==> config.mk <==
export PLATFORM = sky130hd
export DESIGN_NAME = region_et_sum_and_xy_projection_flat
export DESIGN_NICKNAME = d
export VERILOG_FILES = /design/src/retxy_pkg.sv /design/src/retxy_if.sv /design/src/region_et_sum_and_xy_projection.sv /design/src/flat_wrapper.sv
export SDC_FILE = /design/constraint.sdc
export NUM_CORES = 2
export LEC_CHECK = 0
export BUFFER_PORTS_ARGS = -buffer_cell sky130_fd_sc_hd__buf_4
export CAP_MARGIN = 5
export CORE_MARGIN = 2
export CORE_UTILIZATION = 45
export DETAILED_ROUTE_END_ITERATION = 8
export HOLD_SLACK_MARGIN = 0.08
export PLACE_DENSITY = 0.59
export SLEW_MARGIN = 20
export SYNTH_ARGS = -nofsm -noshare
export SYNTH_HDL_FRONTEND = slang
export SYNTH_SLANG_ARGS = --single-unit
==> constraint.sdc <==
create_clock -name clk_i -period 18.1 [get_ports clk_i]
set_clock_uncertainty 0.05 [all_clocks]
set_input_delay 0.905 -clock clk_i [delete_from_list [all_inputs] [get_ports clk_i]]
set_output_delay 0.905 -clock clk_i [all_outputs]
set_load 0.005 [all_outputs]
==> src/retxy_pkg.sv <==
// shared types, constants, microcode program and helper functions for the region et block
`default_nettype none

package retxy_pkg;

  localparam int unsigned NUM_BINS        = 18;
  localparam int unsigned NUM_ANGLES      = 5;
  localparam int unsigned COMPONENT_SHIFT = 25;

  localparam int unsigned BIN_W   = 16;
  localparam int unsigned ET_W    = 10;
  localparam int unsigned CNT_W   = 5;
  localparam int unsigned ANG_W   = 3;
  localparam int unsigned PROJ_W  = 19;
  localparam int unsigned TRIG_W  = 32;
  localparam int unsigned PROD_W  = 50;
  localparam int unsigned SUM_W   = 52;
  localparam int unsigned TOTAL_W = 21;
  localparam int unsigned STEP_W  = 3;

  // 2^30 scaled cos and sin of k * 20 degrees
  localparam logic signed [TRIG_W-1:0] COS_TAB [NUM_ANGLES] = '{
    32'sd1073741824, 32'sd1008987268, 32'sd822533957, 32'sd536870912, 32'sd186453311
  };
  localparam logic signed [TRIG_W-1:0] SIN_TAB [NUM_ANGLES] = '{
    32'sd0, 32'sd367241332, 32'sd690187940, 32'sd929887696, 32'sd1057429273
  };

  typedef logic [STEP_W-1:0] step_t;

  localparam step_t STEP_IDLE = 3'd0;
  localparam step_t STEP_ACC  = 3'd1;
  localparam step_t STEP_FOLD = 3'd2;
  localparam step_t STEP_MUL  = 3'd3;
  localparam step_t STEP_ADD  = 3'd4;
  localparam step_t STEP_OUT  = 3'd5;

  typedef enum logic [2:0] {
    OP_IDLE,
    OP_ACC,
    OP_FOLD,
    OP_MUL,
    OP_ADD,
    OP_OUT
  } op_e;

  typedef enum logic [2:0] {
    JC_ALWAYS,
    JC_NO_BEAT,
    JC_NOT_LAST,
    JC_CNT_NE,
    JC_OUT_BUSY
  } jc_e;

  // one control word: datapath op, jump condition, loop limit, targets, count enable
  typedef struct packed {
    op_e              op;
    jc_e              jc;
    logic [CNT_W-1:0] lim;
    step_t            tgt;
    step_t            alt;
    logic             inc;
  } uword_t;

  typedef struct packed {
    logic [ANG_W-1:0] k;
    logic             c_neg;
    logic             s_neg;
  } fold_t;

  // control store: jump to tgt when the condition holds, else to alt
  function automatic uword_t ucode(input step_t pc);
    uword_t w;
    w = '{op: OP_IDLE, jc: JC_ALWAYS, lim: '0, tgt: STEP_IDLE, alt: STEP_IDLE, inc: 1'b0};
    case (pc)
      STEP_IDLE: w = '{op: OP_IDLE, jc: JC_NO_BEAT,  lim: 5'd0,
                       tgt: STEP_IDLE, alt: STEP_ACC,  inc: 1'b0};
      STEP_ACC:  w = '{op: OP_ACC,  jc: JC_NOT_LAST, lim: 5'd0,
                       tgt: STEP_IDLE, alt: STEP_FOLD, inc: 1'b0};
      STEP_FOLD: w = '{op: OP_FOLD, jc: JC_CNT_NE,   lim: 5'(NUM_BINS - 1),
                       tgt: STEP_FOLD, alt: STEP_MUL,  inc: 1'b1};
      STEP_MUL:  w = '{op: OP_MUL,  jc: JC_ALWAYS,   lim: 5'd0,
                       tgt: STEP_ADD,  alt: STEP_ADD,  inc: 1'b0};
      STEP_ADD:  w = '{op: OP_ADD,  jc: JC_CNT_NE,   lim: 5'(NUM_ANGLES - 1),
                       tgt: STEP_MUL,  alt: STEP_OUT,  inc: 1'b1};
      STEP_OUT:  w = '{op: OP_OUT,  jc: JC_OUT_BUSY, lim: 5'd0,
                       tgt: STEP_OUT,  alt: STEP_IDLE, inc: 1'b0};
      default:   w = '{op: OP_IDLE, jc: JC_ALWAYS,   lim: 5'd0,
                       tgt: STEP_IDLE, alt: STEP_IDLE, inc: 1'b0};
    endcase
    return w;
  endfunction

  // phi bin from crate and card: p = crate mod 9, doubled per card, bin = (22 - p) mod 18
  function automatic logic [CNT_W-1:0] bin_of(input logic [4:0] crate, input logic [2:0] card,
                                               input logic half);
    logic [4:0] p;
    logic [4:0] p2;
    logic [4:0] t;
    if (crate >= 5'd27) begin
      p = crate - 5'd27;
    end else if (crate >= 5'd18) begin
      p = crate - 5'd18;
    end else if (crate >= 5'd9) begin
      p = crate - 5'd9;
    end else begin
      p = crate;
    end
    case (card)
      3'd0, 3'd2, 3'd4: p2 = {p[3:0], 1'b0};
      3'd1, 3'd3, 3'd5: p2 = {p[3:0], 1'b1};
      3'd6:             p2 = {p[3:0], half};
      default:          p2 = p;
    endcase
    t = 5'd22 - p2;
    return (t >= 5'd18) ? (t - 5'd18) : t;
  endfunction

  // which angle a bin folds into and with which signs
  function automatic fold_t fold_map(input logic [CNT_W-1:0] i);
    fold_t f;
    if (i < 5'd5) begin
      f = '{k: i[ANG_W-1:0], c_neg: 1'b0, s_neg: 1'b0};
    end else if (i < 5'd9) begin
      f = '{k: ANG_W'(5'd9 - i), c_neg: 1'b1, s_neg: 1'b0};
    end else if (i < 5'd14) begin
      f = '{k: ANG_W'(i - 5'd9), c_neg: 1'b1, s_neg: 1'b1};
    end else begin
      f = '{k: ANG_W'(5'd18 - i), c_neg: 1'b0, s_neg: 1'b1};
    end
    return f;
  endfunction

endpackage

`default_nettype wire

==> src/retxy_if.sv <==
// valid/ready channel interfaces for region beats and result beats
`default_nettype none

interface retxy_in_if;
  logic       valid;
  logic       ready;
  logic [4:0] crate_index;
  logic [2:0] card_index;
  logic       region_half;
  logic [9:0] region_et;
  logic       region_valid;
  logic       event_last;

  modport source (output valid, crate_index, card_index, region_half, region_et,
                  region_valid, event_last, input ready);
  modport sink (input valid, crate_index, card_index, region_half, region_et,
                region_valid, event_last, output ready);
endinterface

interface retxy_out_if;
  logic               valid;
  logic               ready;
  logic [12:0]        total_et;
  logic signed [23:0] x_component;
  logic signed [23:0] y_component;

  modport source (output valid, total_et, x_component, y_component, input ready);
  modport sink (input valid, total_et, x_component, y_component, output ready);
endinterface

`default_nettype wire

==> src/region_et_sum_and_xy_projection.sv <==
// region et accumulator with phi-bin fold and x/y projection, run by a microcoded sequencer
//
// usage
//   in_i  : one region beat per handshake (crate, card, region half, 10-bit et, region
//           valid flag, event last flag); region_valid low makes a beat that skips the bins
//   out_o : one result beat per event, sent after the beat with event_last set:
//           13-bit total et (bit 12 flags overflow) and signed 24-bit x and y
//   a beat that does not close the event is accepted at the idle step, then gets one
//   read-add-saturate-write of the 18-entry bin file through its single read port
//   a closing beat then runs 18 fold steps (one bin per cycle through the same port),
//   5 multiply/accumulate pairs on the shared cos/sin multiplier pair and one output
//   step that loads the output register and returns the sequencer to idle
//   in_i.ready is high only while the sequencer sits at its idle step
//   if out_o stalls, the previous result stays in the output register while new
//   region beats are still taken; a second result waits at the output step
//   reset (rst_ni low, asynchronous) clears the bins, the partial sums, the step
//   pointer and the output valid; bins clear again after every result
`default_nettype none

module region_et_sum_and_xy_projection (
  input  logic           clk_i,
  input  logic           rst_ni,
  retxy_in_if.sink       in_i,
  retxy_out_if.source    out_o
);

  localparam int unsigned BW = retxy_pkg::BIN_W;
  localparam int unsigned CW = retxy_pkg::CNT_W;
  localparam int unsigned PJ = retxy_pkg::PROJ_W;
  localparam int unsigned PW = retxy_pkg::PROD_W;
  localparam int unsigned SW = retxy_pkg::SUM_W;
  localparam int unsigned TW = retxy_pkg::TOTAL_W;

  // sequencer
  retxy_pkg::step_t  pc_q, pc_d;
  retxy_pkg::uword_t uw;
  logic [CW-1:0]     cnt_q, cnt_d;
  logic              taken;
  logic              in_beat;
  logic              out_busy;
  logic              out_load;

  // latched region beat
  logic [4:0]                      crate_q;
  logic [2:0]                      card_q;
  logic                            half_q;
  logic [retxy_pkg::ET_W-1:0]      et_q;
  logic                            valid_q;
  logic                            last_q;

  // bin file and fold sums
  logic [BW-1:0]        bins_q [retxy_pkg::NUM_BINS];
  logic signed [PJ-1:0] cs_q [retxy_pkg::NUM_ANGLES];
  logic signed [PJ-1:0] ss_q [retxy_pkg::NUM_ANGLES];
  logic [TW-1:0]        total_q;
  logic signed [PW-1:0] prod_x_q, prod_y_q;
  logic signed [SW-1:0] sum_x_q, sum_y_q;

  // output register
  logic               out_valid_q;
  logic [12:0]        total_et_q;
  logic signed [23:0] x_q, y_q;

  // datapath nets
  logic [CW-1:0]             bin_sel;
  logic [CW-1:0]             rd_idx;
  logic [BW-1:0]             rd_bin;
  logic [BW:0]               acc_sum;
  logic [BW-1:0]             acc_sat;
  retxy_pkg::fold_t          fm;
  logic signed [PJ-1:0]      bin_ext;
  logic [retxy_pkg::ANG_W-1:0] kx;

  assign uw       = retxy_pkg::ucode(pc_q);
  assign in_i.ready = (uw.op == retxy_pkg::OP_IDLE);
  assign in_beat  = in_i.valid && in_i.ready;
  assign out_busy = out_valid_q && !out_o.ready;
  // output step with a free output register
  assign out_load = (uw.op == retxy_pkg::OP_OUT) && !out_busy;

  // jump condition for the current control word
  always_comb begin
    case (uw.jc)
      retxy_pkg::JC_ALWAYS:   taken = 1'b1;
      retxy_pkg::JC_NO_BEAT:  taken = !in_i.valid;
      retxy_pkg::JC_NOT_LAST: taken = !last_q;
      retxy_pkg::JC_CNT_NE:   taken = (cnt_q != uw.lim);
      retxy_pkg::JC_OUT_BUSY: taken = out_busy;
      default:                taken = 1'b1;
    endcase
  end

  // loop counter steps while a loop jumps back, clears on fall-through
  always_comb begin
    pc_d  = taken ? uw.tgt : uw.alt;
    cnt_d = taken ? (uw.inc ? cnt_q + CW'(1) : cnt_q) : '0;
  end

  // single read port on the bin file: update address or fold sweep
  assign bin_sel = retxy_pkg::bin_of(crate_q, card_q, half_q);
  assign rd_idx  = (uw.op == retxy_pkg::OP_FOLD) ? cnt_q : bin_sel;
  assign rd_bin  = bins_q[rd_idx];
  assign acc_sum = {1'b0, rd_bin} + (BW + 1)'(et_q);
  assign acc_sat = acc_sum[BW] ? {BW{1'b1}} : acc_sum[BW-1:0];

  assign fm      = retxy_pkg::fold_map(cnt_q);
  assign bin_ext = $signed(PJ'(rd_bin));
  assign kx      = cnt_q[retxy_pkg::ANG_W-1:0];

  // control and accumulator state
  always_ff @(posedge clk_i or negedge rst_ni) begin
    if (!rst_ni) begin
      pc_q        <= retxy_pkg::STEP_IDLE;
      cnt_q       <= '0;
      out_valid_q <= 1'b0;
      total_q     <= '0;
      sum_x_q     <= '0;
      sum_y_q     <= '0;
      for (int i = 0; i < retxy_pkg::NUM_BINS; i++) begin
        bins_q[i] <= '0;
      end
      for (int i = 0; i < retxy_pkg::NUM_ANGLES; i++) begin
        cs_q[i] <= '0;
        ss_q[i] <= '0;
      end
    end else begin
      pc_q  <= pc_d;
      cnt_q <= cnt_d;
      // a new result may replace the one taken at this same edge
      if (out_load) begin
        out_valid_q <= 1'b1;
      end else if (out_o.valid && out_o.ready) begin
        out_valid_q <= 1'b0;
      end
      case (uw.op)
        retxy_pkg::OP_ACC: begin
          if (valid_q) begin
            bins_q[bin_sel] <= acc_sat;
          end
        end
        retxy_pkg::OP_FOLD: begin
          total_q  <= total_q + TW'(rd_bin);
          cs_q[fm.k] <= fm.c_neg ? (cs_q[fm.k] - bin_ext) : (cs_q[fm.k] + bin_ext);
          ss_q[fm.k] <= fm.s_neg ? (ss_q[fm.k] - bin_ext) : (ss_q[fm.k] + bin_ext);
        end
        retxy_pkg::OP_ADD: begin
          sum_x_q <= sum_x_q + SW'(prod_x_q);
          sum_y_q <= sum_y_q + SW'(prod_y_q);
        end
        retxy_pkg::OP_OUT: begin
          if (!out_busy) begin
            // result goes out, event state starts over
            total_q     <= '0;
            sum_x_q     <= '0;
            sum_y_q     <= '0;
            for (int i = 0; i < retxy_pkg::NUM_BINS; i++) begin
              bins_q[i] <= '0;
            end
            for (int i = 0; i < retxy_pkg::NUM_ANGLES; i++) begin
              cs_q[i] <= '0;
              ss_q[i] <= '0;
            end
          end
        end
        default: ;
      endcase
    end
  end

  // payload registers: input latch, products, output
  always_ff @(posedge clk_i) begin
    if (in_beat) begin
      crate_q <= in_i.crate_index;
      card_q  <= in_i.card_index;
      half_q  <= in_i.region_half;
      et_q    <= in_i.region_et;
      valid_q <= in_i.region_valid;
      last_q  <= in_i.event_last;
    end
    if (uw.op == retxy_pkg::OP_MUL) begin
      prod_x_q <= PW'(cs_q[kx]) * PW'(retxy_pkg::COS_TAB[kx]);
      prod_y_q <= PW'(ss_q[kx]) * PW'(retxy_pkg::SIN_TAB[kx]);
    end
    if (out_load) begin
      total_et_q <= {(|total_q[TW-1:12]), total_q[11:0]};
      x_q        <= 24'(sum_x_q >>> retxy_pkg::COMPONENT_SHIFT);
      y_q        <= 24'(sum_y_q >>> retxy_pkg::COMPONENT_SHIFT);
    end
  end

  assign out_o.valid       = out_valid_q;
  assign out_o.total_et    = total_et_q;
  assign out_o.x_component = x_q;
  assign out_o.y_component = y_q;

  // an accepted beat is always followed by its bin update step
  assert property (@(posedge clk_i) disable iff (!rst_ni)
    in_beat |=> (pc_q == retxy_pkg::STEP_ACC))
    else $error("accepted beat not followed by bin update");

  // fold sweep stays inside the bin file
  assert property (@(posedge clk_i) disable iff (!rst_ni)
    (pc_q == retxy_pkg::STEP_FOLD) |-> (cnt_q < CW'(retxy_pkg::NUM_BINS)))
    else $error("fold counter beyond last bin");

  // multiply loop stays inside the angle tables
  assert property (@(posedge clk_i) disable iff (!rst_ni)
    ((pc_q == retxy_pkg::STEP_MUL) || (pc_q == retxy_pkg::STEP_ADD))
      |-> (cnt_q < CW'(retxy_pkg::NUM_ANGLES)))
    else $error("angle counter out of range");

  // a result only appears from the output step
  assert property (@(posedge clk_i) disable iff (!rst_ni)
    $rose(out_valid_q) |-> ($past(pc_q) == retxy_pkg::STEP_OUT))
    else $error("result raised outside the output step");

  // counter is clear whenever the sequencer idles
  assert property (@(posedge clk_i) disable iff (!rst_ni)
    in_i.ready |-> (cnt_q == '0))
    else $error("loop counter not clear at idle");

endmodule

`default_nettype wire
==> src/flat_wrapper.sv <==
// flat-port wrapper written by rule: the top's interface ports become plain ports
module region_et_sum_and_xy_projection_flat 
  (clk_i, rst_ni, in_i_valid, in_i_crate_index, in_i_card_index, in_i_region_half, in_i_region_et, in_i_region_valid, in_i_event_last, in_i_ready, out_o_valid, out_o_total_et, out_o_x_component, out_o_y_component, out_o_ready);
  retxy_in_if in_i_i ();
  retxy_out_if out_o_i ();
  input  logic clk_i;
  input  logic rst_ni;
  input wire logic [$bits(in_i_i.valid)-1:0] in_i_valid;
  input wire logic [$bits(in_i_i.crate_index)-1:0] in_i_crate_index;
  input wire logic [$bits(in_i_i.card_index)-1:0] in_i_card_index;
  input wire logic [$bits(in_i_i.region_half)-1:0] in_i_region_half;
  input wire logic [$bits(in_i_i.region_et)-1:0] in_i_region_et;
  input wire logic [$bits(in_i_i.region_valid)-1:0] in_i_region_valid;
  input wire logic [$bits(in_i_i.event_last)-1:0] in_i_event_last;
  output wire logic [$bits(in_i_i.ready)-1:0] in_i_ready;
  output wire logic [$bits(out_o_i.valid)-1:0] out_o_valid;
  output wire logic [$bits(out_o_i.total_et)-1:0] out_o_total_et;
  output wire logic [$bits(out_o_i.x_component)-1:0] out_o_x_component;
  output wire logic [$bits(out_o_i.y_component)-1:0] out_o_y_component;
  input wire logic [$bits(out_o_i.ready)-1:0] out_o_ready;
  assign in_i_i.valid = in_i_valid;
  assign in_i_i.crate_index = in_i_crate_index;
  assign in_i_i.card_index = in_i_card_index;
  assign in_i_i.region_half = in_i_region_half;
  assign in_i_i.region_et = in_i_region_et;
  assign in_i_i.region_valid = in_i_region_valid;
  assign in_i_i.event_last = in_i_event_last;
  assign in_i_ready = in_i_i.ready;
  assign out_o_valid = out_o_i.valid;
  assign out_o_total_et = out_o_i.total_et;
  assign out_o_x_component = out_o_i.x_component;
  assign out_o_y_component = out_o_i.y_component;
  assign out_o_i.ready = out_o_ready;
  region_et_sum_and_xy_projection u_core (.clk_i(clk_i), .rst_ni(rst_ni), .in_i(in_i_i), .out_o(out_o_i));
endmodule
; After elaboration in Yosys (flattened, before gate mapping)
; Memory sizes are Yosys's and may differ from the RTL's.
; Index checks and enable logic that the tools add are counted.
[classes]
n_addsub = 17
multipliers = 2
order_cmp = 13
n_eq_ne = 24
mux = 56
bitwise_logic = 4
reduce_logical = 23
[ops]
columns = op, n
row1 = 2-to-1 mux 288 bit, 2
row2 = one-hot mux 288 bit (2 select lines), 1
row3 = one-hot mux 95 bit (2 select lines), 2
row4 = bitwise mux 288 bit, 1
row5 = binary-select mux 19 bit (select 3 bit), 4
row6 = 2-to-1 mux 19 bit, 11
row7 = one-hot mux 52 bit (2 select lines), 2
row8 = bitwise mux 95 bit, 2
row9 = 2-to-1 mux 32 bit, 4
row10 = one-hot mux 18 bit (6 select lines), 1
row11 = adder 52 x 50 -> 52 bit, 2
row12 = multiplier 19 x 32 -> 50 bit, 2
row13 = 2-to-1 mux 95 bit, 1
row14 = binary-select mux 16 bit (select 5 bit), 1
row15 = demux 16 bit (select 5 bit), 1
row16 = 2-to-1 mux 16 bit, 4
row17 = demux 19 bit (select 3 bit), 1
row18 = 2-to-1 mux 52 bit, 1
row19 = 2-to-1 mux 5 bit, 10
row20 = one-hot mux 21 bit (2 select lines), 1
row21 = adder 19 x 17 -> 19 bit, 2
row22 = subtractor 19 x 17 -> 19 bit, 2
row23 = equality test 3 x 2 -> 1 bit (second input constant), 8
row24 = equality test 3 bit (second input constant), 8
row25 = 36 further kinds, 65
[word_totals]
regBits = 794
mem_bits_ro = 512
inputBits = 25
out_inout_bits = 63
elab_cells = 186
n_memories = 2
[memory_table]
columns = name, depth, width, rd, rd_ports_with_merged_regs, wr, line_no
row1 = (no name shown), 8, 32, 1, 0, 0, region_et_sum_and_xy_projection.sv:181  ; prod_x_q <= PW'(cs_q[kx]) * PW'(retxy_pkg::COS_TAB[kx]);
row2 = (no name shown), 8, 32, 1, 0, 0, region_et_sum_and_xy_projection.sv:182  ; prod_y_q <= PW'(ss_q[kx]) * PW'(retxy_pkg::SIN_TAB[kx]);

; Logic depth before layout (Yosys ltp)
[depth]
depth_word = 18
ltp_mapped = 48
ltp_nobuf = 42

; Worst setup path before layout
; Ideal clock, no wire load.
[synth_path]
path_type = reg-to-reg
start = reg u_core.cnt_q[0]
end = reg u_core.prod_x_q[48] (data pin)
setup_time_ns = 0.260
arrival_ns = 9.625
path_slack_ns = 8.165
stages_incl_launch_ff = 38
n_path_buf = 5
synth_period_minus_slack_ns = 9.935
path_cell_list = dfrtp_1 -> clkbuf_1 -> buf_1 -> buf_1 -> clkbuf_1 -> buf_1 -> a21oi_1 -> o21ai_0 -> nand2_1 -> fa_1 -> fa_1 -> inv_1 -> fa_1 -> inv_1 -> fa_1 -> inv_1 -> ha_1 -> inv_1 -> [2 not listed] -> ha_1 -> ha_1 -> o21ai_0 -> nand2b_1 -> o31a_1 -> o41a_1 -> o21a_1 -> o221a_2 -> a31o_2 -> o311ai_0 -> o211ai_1 -> o31a_1 -> a31oi_1 -> o21ai_0 -> nor3_1 -> o21bai_1 -> a21oi_1 -> xnor2_1
[synth_via]
elab_chain_cells = 5
word_cells_on_any_way = 8
[synth_rtl]
columns = element, line_no
row1 = start: declaration, region_et_sum_and_xy_projection.sv:37  ; logic [CW-1:0] cnt_q, cnt_d;
row2 = start signal: assignment, region_et_sum_and_xy_projection.sv:128  ; cnt_q <= cnt_d;
row3 = NOT 3 -> 4 bit (implied by the code) (*), region_et_sum_and_xy_projection.sv:181
row4 = memory (8 x 32 bit) or binary-select mux 19 bit (select 3 bit) (tied branches), -
row5 = 2-to-1 mux 32 bit (implied by the code) or 2-to-1 mux 19 bit (tied branches) (2 in series), region_et_sum_and_xy_projection.sv:181
row6 = multiplier 19 x 32 -> 50 bit (*), region_et_sum_and_xy_projection.sv:181
row7 = end signal: assignment, region_et_sum_and_xy_projection.sv:181
row8 = end: declaration, region_et_sum_and_xy_projection.sv:56  ; logic signed [PW-1:0] prod_x_q, prod_y_q;
; Mark *: on every way between the ends. The rest lies on a longest branch, timed or not. The select of a mux whose other input is x is not followed.
; A chain may end at the register's enable or synchronous reset.

; Worst setup path after layout
[layout_path]
start = reg u_core.crate_q[2]
end = reg u_core.cs_q[17] (netlist bit)
[layout_via]
elab_chain_cells = 17
word_cells_on_any_way = 24
[layout_rtl]
columns = element, line_no
row1 = start: declaration, region_et_sum_and_xy_projection.sv:44  ; logic [4:0] crate_q;
row2 = start signal: assignment, region_et_sum_and_xy_projection.sv:173  ; crate_q <= in_i.crate_index;
row3 = subtractor 5 x 4 -> 5 bit or >= comparator 5 x 4 -> 1 bit (tied branches), "retxy_pkg.sv:105, retxy_pkg.sv:104"
row4 = 2-to-1 mux 5 bit, retxy_pkg.sv:104  ; end else if (crate >= 5'd9) begin
row5 = 2-to-1 mux 5 bit, retxy_pkg.sv:102  ; end else if (crate >= 5'd18) begin
row6 = 2-to-1 mux 5 bit (*), retxy_pkg.sv:100  ; if (crate >= 5'd27) begin
row7 = one-hot mux 5 bit (3 select lines) (*), retxy_pkg.sv:109  ; case (card)
row8 = subtractor 5 bit (*), retxy_pkg.sv:115  ; t = 5'd22 - p2;
row9 = subtractor 5 bit or >= comparator 5 bit (tied branches), retxy_pkg.sv:116  ; return (t >= 5'd18) ? (t - 5'd18) : t;
row10 = 2-to-1 mux 5 bit (*), retxy_pkg.sv:116
row11 = 2-to-1 mux 5 bit (*), region_et_sum_and_xy_projection.sv:101  ; assign rd_idx = (uw.op == retxy_pkg::OP_FOLD) ? cnt_q : bin_sel;
row12 = NOT 5 -> 6 bit (implied by the code) (*), region_et_sum_and_xy_projection.sv:102  ; assign rd_bin = bins_q[rd_idx];
row13 = binary-select mux 16 bit (select 5 bit) (*), region_et_sum_and_xy_projection.sv:102
row14 = 2-to-1 mux 16 bit (implied by the code) (*) (2 in series), region_et_sum_and_xy_projection.sv:102
row15 = adder 19 x 17 -> 19 bit or subtractor 19 x 17 -> 19 bit (tied branches), region_et_sum_and_xy_projection.sv:143  ; cs_q[fm.k] <= fm.c_neg ? (cs_q[fm.k] - bin_ext) : (cs_q[fm.k] + bin_ext);
row16 = 2-to-1 mux 19 bit (*), region_et_sum_and_xy_projection.sv:143
row17 = bitwise mux 95 bit (*), region_et_sum_and_xy_projection.sv:143
row18 = one-hot mux 95 bit (2 select lines) (*), region_et_sum_and_xy_projection.sv:135  ; case (uw.op)
row19 = end signal: indexed assignment, region_et_sum_and_xy_projection.sv:143
row20 = end: declaration, region_et_sum_and_xy_projection.sv:53  ; logic signed [PJ-1:0] cs_q [retxy_pkg::NUM_ANGLES];
; Marked as above.

==> results.txt <==
----------------------------------------------------
[Worst setup path]
  Longest individual stage delay on the worst path ... 0.75 ns
  Crit end category ... flop
  Maximum fanout count along the critical path ... 31
  Startpoint Class ... flop
  Crit path DAT ... 12.68 ns
  Critical path class ... flop to flop
  Critical path's most frequent cell ... sky130_fd_sc_hd__o21ai_0
  Cell at the slowest stage of the critical path ... sky130_fd_sc_hd__o211ai_1
  Critical path data required time ... 18.68 ns

[Place]
  GPL Wtd Cong ... 1.01
  Post-DP HPWL ... 181 mm
  Number of placed instances, taps included ... 9825
  Count of input and output buffers ... 87

[Clocking]
  Root Buffer ... sky130_fd_sc_hd__clkbuf_16
  Clock slew seen by the registers of the worst setup and hold paths ... 0.06 ns
  Buffer depth of the longest clock path ... 3
  H-Tree Level Count ... 3
  Post-CTS repair timing setup buffer count ... 0
  Number of buffers inserted during clock tree synthesis ... 92
  TritonCTS clock tree ... yes
  Clock sinks ... 786
  Skew-Pair Late Insertion Delay ... 0.77 ns

[Global route]
  Largest net degree at the start of global routing ... 154
  Via count of the first global-routing pass ... 56600
  Number of antenna violations at the first check in global routing ... 2
  GR Util All Layers ... 27.8%
  Global route overflow ... 0
  Wire length of the first global-routing pass ... 355 mm

[Synth]
  Number of synthesized register bits ... 786
  Sequential-to-total area share from yosys stat ... 27.6%
  Net count after synthesis ... 9251
  Syn Area/Cell ... 9.61 sq um
  Number of library cell types mapped by synthesis ... 106
  Largest area contributor in the netlist ... sky130_fd_sc_hd__fa_1
  Number of standard cells after synthesis ... 7750
  Warnings from Yosys ... 0
  Primary FF master, synth ... sky130_fd_sc_hd__dfrtp_1
  Number of flops mapped to enable cells by yosys ... 180
  Share of Yosys cell area claimed by the top area cell type ... 24.1%
  Post-Syn Area ... 74400 sq um
  Leading post-synthesis cells by cell area ... sky130_fd_sc_hd__fa_1, sky130_fd_sc_hd__dfrtp_1, sky130_fd_sc_hd__ha_1
  Share of flip-flops with an asynchronous set or reset ... 77.1%

[STA]
  Setup-violating endpoint count in the final report ... 0
  Aggregate negative setup slack ... 0 ns
  Worst hold slack ... 0.267 ns
  Max Fclk ... 0.0826 GHz
  Setup repair after global routing missed its margin ... no
  Final hold vios ... 0
  Final cycle utilization of the critical path ... 66.9%
  Slew Limit Fails ... 0
  Final Critical Period ... 12.10 ns
  Worst slew margin ... 24.7%
  Slew at the pin closest to its max-slew limit ... 1.13 ns

[Floorplan]
  X dimension of the die ... 411 um
  Chip height ... 411 um
  Placeable core area ... 165000 sq um
  Die area ... 169000 sq um
  Top-Level Pins ... 88
  Initial cell density of the core ... 45.2%
  Number of placement rows ... 149

[Routing]
  Routed WL per cell ... 23.2 um
  Number of search-and-repair iterations in the first detailed-routing pass ... 7
  First DRT Iteration DRCs ... 5227
  DRC violations left ... 0
  Post-route antenna net violation count ... 0
  DR vias ... 55900
  Total length of routed wires ... 232 mm
  Vias per inst ... 5.59

[Cells and area]
  Filler-free cell count of the finished design ... 9997
  Layout cell share with drive strength beyond 1 ... 6.62%
  Layout Utilization ... 49.1%
  Net count of the finished layout ... 9232
  Area Overhead vs Synth ... 8.49%

[Worst hold path]
  Classification of the worst-slack hold path ... input port to flop

[Outcome]
  Run status ... complete, no violations

[Run]
  # Max-Cap Violations ... 0

----------------------------------------------------
worst paths after layout:
path	start	to	slack [ns]	cells after the start
max	u_core.crate_q[2]	u_core.cs_q[17]	6.00	42
min	in_i_region_et[4]	u_core.et_q[4]	0.27	1
max reg2reg	u_core.crate_q[2]	u_core.cs_q[17]	6.00	42
min reg2reg	u_core.sum_x_q[48]	u_core.out_o.x_component[23]	0.41	0
max in group asynchronous	rst_ni	u_core.bins_q[200]	14.13	5
min in group asynchronous	rst_ni	u_core.sum_y_q[37]	0.67	2
cells by family after synthesis:
family / synth area share (%)
compound gates: 12.9
xor+xnor: 3.03
fa+ha+maj: 33.8
buf+inv: 7.90
flops: 27.6
mux: 2.89
simple gates: 11.8
metal layers:
layer	routed length, um	global-route usage (%)
met5	0	0
met4	6130	7.64
met3	18000	4.79
met2	102000	42.2
met1	106000	40.8
placed cells by master (no fill, tap or decap), types with 54 or more instances in the layout:
cell type                   count
sky130_fd_sc_hd__clkbuf_16     92
sky130_fd_sc_hd__fa_1         896
sky130_fd_sc_hd__inv_1       1248
sky130_fd_sc_hd__o21ai_0      662
sky130_fd_sc_hd__nor2b_1       79
sky130_fd_sc_hd__buf_4        173
sky130_fd_sc_hd__and2_1        70
sky130_fd_sc_hd__xor2_1        86
sky130_fd_sc_hd__ha_1         580
sky130_fd_sc_hd__dfrtp_1      604
sky130_fd_sc_hd__xnor2_1      166
sky130_fd_sc_hd__a21oi_1      332
sky130_fd_sc_hd__mux2i_1       80
sky130_fd_sc_hd__a21o_1       108
sky130_fd_sc_hd__nand3_1      182
sky130_fd_sc_hd__nor2_1       373
sky130_fd_sc_hd__nand2_1      959
sky130_fd_sc_hd__nand2b_1      54
sky130_fd_sc_hd__edfxtp_1     180
sky130_fd_sc_hd__a22o_1        70
stage by stage:
stage          instance area [sq um]  setup slack [ns]
3_3_place_gp                   77500              6.46
3_5_place_dp                   77500              6.27
2_1_floorplan                  74400              8.16
6_report                       80800              6.00
5_1_grt                        80800              5.09
4_1_cts                        80700              6.10
registers in the layout (all words and copies together), names as in the netlist, 3 cells and up:
signal	count
u_core.bins_q	288
u_core.card_q	3
u_core.cnt_q	5
u_core.crate_q	5
u_core.cs_q	95
u_core.et_q	10
u_core.out_o.total_et	13
u_core.out_o.x_component	24
u_core.out_o.y_component	24
u_core.pc_q	3
u_core.prod_x_q	49
u_core.prod_y_q	49
u_core.ss_q	95
u_core.sum_x_q	49
u_core.sum_y_q	49
u_core.total_q	21
final cells by class:
class	count	area (sq um)
Timing Repair Buffer	177	1360
Clock inverter	37	510
Fill cell	15600	83900
Tap cell	2189	2740
Sequential cell	786	20600
Clock buffer	133	2720
Inverter	1251	4700
Antenna cell	1	2.50
Multi-Input combinational cell	5423	48200
critical path, delay by kind of cell, from the launching register on:
kind / cells / cell delay [ns]
AO/OA/AOI/OAI: 23 / 6.59
adder cells (fa/ha/maj): 5 / 1.77
buffers and inverters: 8 / 1.57
AND/OR/NAND/NOR: 4 / 0.71
multiplexers: 2 / 0.64
flip-flops: 1 / 0.59
synthesized netlist by cell type, types with 22 or more instances:
cell type                  instances
sky130_fd_sc_hd__edfxtp_1        180
sky130_fd_sc_hd__ha_1            580
sky130_fd_sc_hd__mux2i_1          81
sky130_fd_sc_hd__and3_1           39
sky130_fd_sc_hd__fa_1            896
sky130_fd_sc_hd__nand2b_1         55
sky130_fd_sc_hd__xor2_1           86
sky130_fd_sc_hd__inv_1          1249
sky130_fd_sc_hd__o21ai_0         663
sky130_fd_sc_hd__o21a_1           39
sky130_fd_sc_hd__a211oi_1         26
sky130_fd_sc_hd__nor2_1          383
sky130_fd_sc_hd__buf_1            26
sky130_fd_sc_hd__nor3_1           54
sky130_fd_sc_hd__or2_2            39
sky130_fd_sc_hd__nand3_1         183
sky130_fd_sc_hd__o211ai_1         22
sky130_fd_sc_hd__a21oi_1         336
sky130_fd_sc_hd__a22o_1           70
sky130_fd_sc_hd__dfrtp_1         606
sky130_fd_sc_hd__mux4_2           50
sky130_fd_sc_hd__nor2b_1          79
sky130_fd_sc_hd__xnor2_1         168
sky130_fd_sc_hd__and2_1           70
sky130_fd_sc_hd__nand2_1         961
sky130_fd_sc_hd__a21o_1          109
sky130_fd_sc_hd__o22ai_1          46
sky130_fd_sc_hd__o21bai_1         38
sky130_fd_sc_hd__or3_1            29
sky130_fd_sc_hd__a31oi_1          23
sky130_fd_sc_hd__clkbuf_1        234
what timing repair did:
action                    CTS  global route
hold endpoints to repair   22             0
resized for setup           0             0
hold buffers                1             0
Power is not shown: default switching activity piles up to over one toggle a cycle in this logic, so the estimate is an artifact.
